**src/rtl/ogrf_pkg.sv**
```systemverilog
// ----------------------------------------------------------------------------
// ogrf_pkg: shared definitions for the occupancy grid rectangle fill block
// Grid limits, operation and cell codes, register indexes, and the command
// and status groups between the controller and the datapath.
// ----------------------------------------------------------------------------
package ogrf_pkg;

  // Grid storage limits.
  localparam int MAX_ROWS = 64;
  localparam int MAX_COLS = 64;
  localparam int ROW_AW   = (MAX_ROWS > 1) ? $clog2(MAX_ROWS) : 1;
  localparam int COL_AW   = (MAX_COLS > 1) ? $clog2(MAX_COLS) : 1;

  // Fixed field widths.
  localparam int FUNC_W  = 2;
  localparam int COORD_W = 6;
  localparam int CELL_W  = 2;
  localparam int SIZE_W  = 7;
  localparam int CFG_IW  = 2;

  // Operation codes.
  localparam logic [FUNC_W-1:0] FUNC_CLEAR = 2'd0;
  localparam logic [FUNC_W-1:0] FUNC_MARK  = 2'd1;
  localparam logic [FUNC_W-1:0] FUNC_READ  = 2'd2;

  // Cell answers of a read.
  localparam logic [CELL_W-1:0] CELL_FREE     = 2'd0;
  localparam logic [CELL_W-1:0] CELL_OBSTACLE = 2'd1;
  localparam logic [CELL_W-1:0] CELL_STATION  = 2'd2;

  // Configuration register indexes.
  localparam logic [CFG_IW-1:0] CFG_ROWS    = 2'd0;
  localparam logic [CFG_IW-1:0] CFG_COLS    = 2'd1;
  localparam logic [CFG_IW-1:0] CFG_STN_ROW = 2'd2;
  localparam logic [CFG_IW-1:0] CFG_STN_COL = 2'd3;

  // Commands from the controller to the datapath.
  typedef struct packed {
    logic load;       // capture the accepted request
    logic clear;      // empty the grid
    logic rd_issue;   // read the row of a single-cell read
    logic mark_step;  // read the next rectangle row and advance
    logic load_out;   // capture the result into the output register
  } ogrf_cmd_t;

  // Status from the datapath to the controller.
  typedef struct packed {
    logic is_clear;   // request is a clear
    logic mark_go;    // in-range, non-empty rectangle
    logic read_go;    // in-range read
    logic last_row;   // row counter is at the last rectangle row
  } ogrf_stat_t;

endpackage

```
**src/rtl/ogrf_ctrl.sv**
```systemverilog
// ----------------------------------------------------------------------------
// ogrf_ctrl: operation sequencer
// Accepts one request at a time, steps the datapath through clear, read or
// a row-by-row rectangle fill, and owns the output valid flag.
// ----------------------------------------------------------------------------
module ogrf_ctrl
  import ogrf_pkg::*;
(
  input  logic       clk,
  input  logic       rst_n,
  input  logic       in_valid,
  output logic       in_ready,
  output logic       out_valid,
  input  logic       out_ready,
  input  ogrf_stat_t stat,
  output ogrf_cmd_t  cmd
);

  typedef enum logic [4:0] {
    ST_IDLE  = 5'b00001,
    ST_EXEC  = 5'b00010,
    ST_MARK  = 5'b00100,
    ST_DRAIN = 5'b01000,
    ST_DONE  = 5'b10000
  } state_t;

  state_t state_r, state_nxt;
  logic   out_valid_r, out_valid_nxt;
  logic   out_free;

  assign in_ready  = (state_r == ST_IDLE);
  assign out_valid = out_valid_r;
  assign out_free  = !out_valid_r || out_ready;

  // Next state and commands.
  always_comb begin
    state_nxt = state_r;
    cmd       = '0;
    unique case (state_r)
      ST_IDLE: begin
        if (in_valid) begin
          cmd.load  = 1'b1;
          state_nxt = ST_EXEC;
        end
      end
      ST_EXEC: begin
        if (stat.mark_go) begin
          state_nxt = ST_MARK;
        end else begin
          cmd.clear    = stat.is_clear;
          cmd.rd_issue = stat.read_go;
          state_nxt    = ST_DONE;
        end
      end
      ST_MARK: begin
        cmd.mark_step = 1'b1;
        if (stat.last_row) begin
          state_nxt = ST_DRAIN;
        end
      end
      ST_DRAIN: begin
        // The last row write completes in this cycle.
        state_nxt = ST_DONE;
      end
      ST_DONE: begin
        if (out_free) begin
          cmd.load_out = 1'b1;
          state_nxt    = ST_IDLE;
        end
      end
      default: begin
        state_nxt = ST_IDLE;
      end
    endcase
  end

  // Output valid flag: set on a new result, cleared when taken.
  always_comb begin
    out_valid_nxt = out_valid_r;
    if (cmd.load_out) begin
      out_valid_nxt = 1'b1;
    end else if (out_ready) begin
      out_valid_nxt = 1'b0;
    end
  end

  always_ff @(posedge clk) begin
    if (!rst_n) begin
      state_r     <= ST_IDLE;
      out_valid_r <= 1'b0;
    end else begin
      state_r     <= state_nxt;
      out_valid_r <= out_valid_nxt;
    end
  end

  // A result is never loaded over one that is still waiting.
  a_no_overwrite: assert property (@(posedge clk) disable iff (!rst_n)
    cmd.load_out |-> out_free)
    else $error("result loaded while output register was occupied");

  // The fill sequence always ends in the drain state before the result.
  a_drain_after_mark: assert property (@(posedge clk) disable iff (!rst_n)
    (state_r == ST_MARK) && stat.last_row |=> (state_r == ST_DRAIN) && !in_ready)
    else $error("rectangle fill did not drain its last row");

  // Only a mark request enters the fill sequence.
  a_mark_entry: assert property (@(posedge clk) disable iff (!rst_n)
    (state_r == ST_EXEC) && !stat.mark_go |=> (state_r == ST_DONE))
    else $error("non-fill request entered the fill sequence");

endmodule

```
**config.mk**
```make
export PLATFORM = sky130hd
export DESIGN_NAME = ogrf_ctrl
export DESIGN_NICKNAME = d
export VERILOG_FILES = /design/src/rtl/ogrf_pkg.sv /design/src/rtl/ogrf_ctrl.sv
export SDC_FILE = /design/constraint.sdc
export NUM_CORES = 1
export LEC_CHECK = 0
export BUFFER_PORTS_ARGS = -buffer_cell sky130_fd_sc_hd__buf_2
export CAP_MARGIN = 5
export CORE_UTILIZATION = 30
export DETAILED_ROUTE_END_ITERATION = 8
export HOLD_SLACK_MARGIN = 0.08
export SETUP_SLACK_MARGIN = 0.05
export SLEW_MARGIN = 20
export SYNTH_ARGS = -nofsm -noshare
export SYNTH_HDL_FRONTEND = slang
export SYNTH_SLANG_ARGS = --single-unit
```
**constraint.sdc**
```tcl
create_clock -name clk -period 1.4 [get_ports clk]
set_input_delay 0.28 -clock clk [delete_from_list [all_inputs] [get_ports clk]]
set_output_delay 0.28 -clock clk [all_outputs]
set_load 0.01 [all_outputs]
```
After elaboration in Yosys (flattened, before gate mapping) --
Cells that the tools add are included.
Storage, ports and cells: bits in registers 6, bits in latches 0, memory bits (writable) 0, memory bits (read-only) 0, input bits 8, output and inout port bits 7, word-level logic and storage cells 28, memories kept 0
Operators by class: $add $sub $neg 0, multipliers 0, divide/modulo/power cells 0, $lt $le $gt $ge 0, equal/unequal tests 8, shift operators 0, muxes and demuxes 14, bitwise logic cells 0, reductions and logical operators 4
Operators with widths (count):
- 5-bit one-hot mux with 5 select lines | 1
- 5-bit 2-to-1 mux | 4
- 1-bit 2-to-1 mux | 7
- 2-bit inequality test, second input constant | 3
- 5-bit by 1-bit equality test with 1-bit output, second input constant | 1
- 5-bit by 2-bit equality test with 1-bit output, second input constant | 1
- 5-bit by 3-bit equality test with 1-bit output, second input constant | 1
- 5-bit by 4-bit equality test with 1-bit output, second input constant | 1
- 5-bit equality test, second input constant | 1
- 2-bit 2-to-1 mux | 2
- 3-bit AND reduction | 1
- 2-bit nonzero test | 1
- 1-bit zero test | 1
- 1-bit logical OR | 1

Depth between registers and ports, before layout --
word-level depth 5, mapped depth 5, depth with buffers taken out 4

Worst setup path after synthesis --
OpenSTA, ideal clock, no wires.
kind register to output, from reg state_r[2], to out cmd[2] in the netlist's numbering, data arrival time 0.993 ns, required time 1.120 ns, slack 0.127 ns, stages on the path, launching flop included 5, path buffers 1, path through dfxtp_1 -> buf_2 -> nor2_1 -> nand3_1 -> nor3b_1
RTL lines:
- from (decl) | line ogrf_ctrl.sv:27 | state_t state_r, state_nxt;
- from (signal assigned) | line ogrf_ctrl.sv:92 | state_r <= state_nxt;
- to (decl) | line ogrf_ctrl.sv:16 | output ogrf_cmd_t cmd

==> flow_metrics.tcl <==
set metrics [dict create \
    synth_top_flop_cell "dfxtp_1" \
    routedWlPerCell_um 12.33 \
    num_vias 432 \
    regToRegStartpoint "state_r[1]" \
    p_switching_uw 137.2 \
    hold_path_class "primary input to flop" \
    status "complete, but fails checks" \
    worstSetupPathType "flop to output port" \
    nets 83 \
    numPortBuffers 14 \
    cts.sink_count 6 \
    grt_pass1_vias 367 \
    root_buffer "clkbuf_4" \
    yosysTopAreaCell "dfxtp_1" \
    min_period_ns 1.447 \
    gr-usage-all-layers 0.1610 \
    clk_latency_ns 0.24 \
    post-dp-hpwl_um 618 \
    cts_buffers 3 \
    pwr-share-clk 0.308 \
    finalWorstSetupSlack_ns -0.04749 \
    drt_iter0_drc 1 \
    seqPwrFrac 0.364 \
    hold_viol_final 0 \
    antenna_found_initial 0 \
    num_rows 12 \
    n_antenna_cell 0 \
    synth_area_leaders "dfxtp_1, nor2_4, and3_1" \
    synth_cells 44 \
    netlist_area_um2 390.4 \
    drc 0 \
    cts_max_level 1 \
    initial_core_util 0.3377 \
    netSwitchingFraction 0.2703 \
    ys_types 24 \
    synth_edf_count 0 \
    synth_top_area_share 0.3077 \
    peakVddDrop_v 0.0006875 \
    finClkSkew_ns 0.002319 \
    post_cts_hold_buffer_count 0 \
    syn_nets 52 \
    core_area_um2 1156 \
    synth_most_common_cell "dfxtp_1" \
    maxSlewViolCount 0 \
    die_area_um2 1449 \
    finish.utilization 0.5898 \
    clk_path_buf_depth 2 \
    power.leakage_nw 0.3085 \
    drive_above_1_share 0.6986 \
    ys_seq_area_frac 0.3077 \
    die_w_um 38.07 \
    p_int_uw 370.3 \
    rr_worst_depth 6 \
    timing.final.crit_share 1.034 \
    rsz0062_at_grt "yes" \
    crit_required_ns 1.12 \
    clk_pin_slew_ns 0.04 \
    share_comb_of_total_power 0.328 \
    die_h_um 38.07 \
    setup.worst_path.start_class "flop" \
    wirelength_um 1073 \
    max-slew-margin-rel 0.8165 \
    async_reset_ff_frac 0 \
    end_kind "output port" \
    grt_overflow 0 \
    pin_count 15 \
    violations "negative setup slack" \
    hold_start "rst_n" \
    worst_pin_slew_ns 0.2753 \
    totalNegativeSetupSlack_ns -0.2020 \
    grt_pass1_wl_um 1566 \
    yosys_warnings 0 \
    ys_seq_elements 6 \
    pwr_density_cell_nw_per_um2 744.2 \
    cts_tree "done" \
    netlist_top_cells_count "dfxtp_1, and3_1, nand3_1" \
    crit_start "state_r[0]" \
    fmax_mhz 690.9 \
    ant_nets 0 \
    cap_violations 0 \
    grt_max_degree 10 \
    arrival_ns 1.17 \
    min_path_cells 2 \
    syn_avg_cell_area_um2 8.872 \
    drtPass1Iterations 2 \
    gp_congestion 0.7952 \
    synthToLayoutAreaGrowth_pct 74.68 \
    setup_violations 5 \
    worstPathMaxFanout 3 \
    vias_per_cell 4.966 \
]
[worst paths after layout]
path	to	slack, ns
worst min-delay path	state_r[0]	0.28
worst max-delay path	cmd[4]	-0.05
worst min register to register	state_r[2]	0.55
worst max register to register	state_r[0]	0.07
[through the flow]
stage	hold slack (ns)	power (mW)	cells	instance area, um^2	setup slack (ns)
2_1_floorplan	0.3518	0.2560	44	390.4	0.1271
3_3_place_gp	0.5000	0.2850	72	476.7	0.08270
3_5_place_dp	0.5006	0.2845	72	476.7	0.08136
4_1_cts	0.2529	0.4836	82	614.3	-0.08160
5_1_grt	0.2738	0.5437	87	681.9	-0.1025
6_report	0.2809	0.5075	87	681.9	-0.04749
[power by group through the flow]
stage / clock network (mW) / logic (mW) / registers [mW]
after floorplan: 0 / 0.0690 / 0.187
after global placement: 0 / 0.0936 / 0.191
after detailed placement: 0 / 0.0934 / 0.191
after CTS: 0.169 / 0.132 / 0.183
after global routing: 0.182 / 0.177 / 0.184
final: 0.157 / 0.166 / 0.185
[critical path, cell delays in order (launching register included)]
cell and delay [ns]:
dfxtp_4 0.36, nor2b_4 0.14, and3b_2 0.20, and2_4 0.14, buf_6 0.09
[state kept, by name (all words and copies together), names as in the netlist]
signal / flops
out_valid: 1
state_r: 5
[metal layers]
layer  up-vias  global-route usage  part of all wire
li1        221                   -                 -
met1       201              0.1643              0.41
met2        10              0.3008              0.55
met3         0             0.03488             0.034
met4         0             0.08036                 0
met5         -                   0                 0
[placed cells by master, fill, tap and decap left out, types with 2 or more instances in the layout]
cell type	n
buf_4	11
nand3_1	2
buf_2	12
nor2_4	4
clkbuf_4	3
nor2b_1	3
and3_1	3
nand3_2	2
nand4_1	2
dfxtp_4	5
buf_6	6
nor3b_2	2
nor2_1	2
[logic make-up after synthesis]
logic type,after synthesis,share of synthesized area
and+or+nand+nor,28,0.4904
AOI/OAI and AO/OA,6,0.1186
DFF,6,0.3077
buffers and inverters,3,0.06089
xor gates and xnor gates,1,0.02244
[cell type report]
class                      count  area (um^2)
timing repair buffer          29        210.2
fill                         103        474.2
sequential                     6        138.9
tap                           14        17.52
multi-input combinational     35        292.8
clock buffer                   3        22.52
[repair_timing]
action	4_1_cts	5_1_grt
pin swaps	7	10
setup buffers	7	5
setup endpoints to repair	6	9
gates resized for setup	19	7
Note: power is estimated with default switching activity, not from simulation.
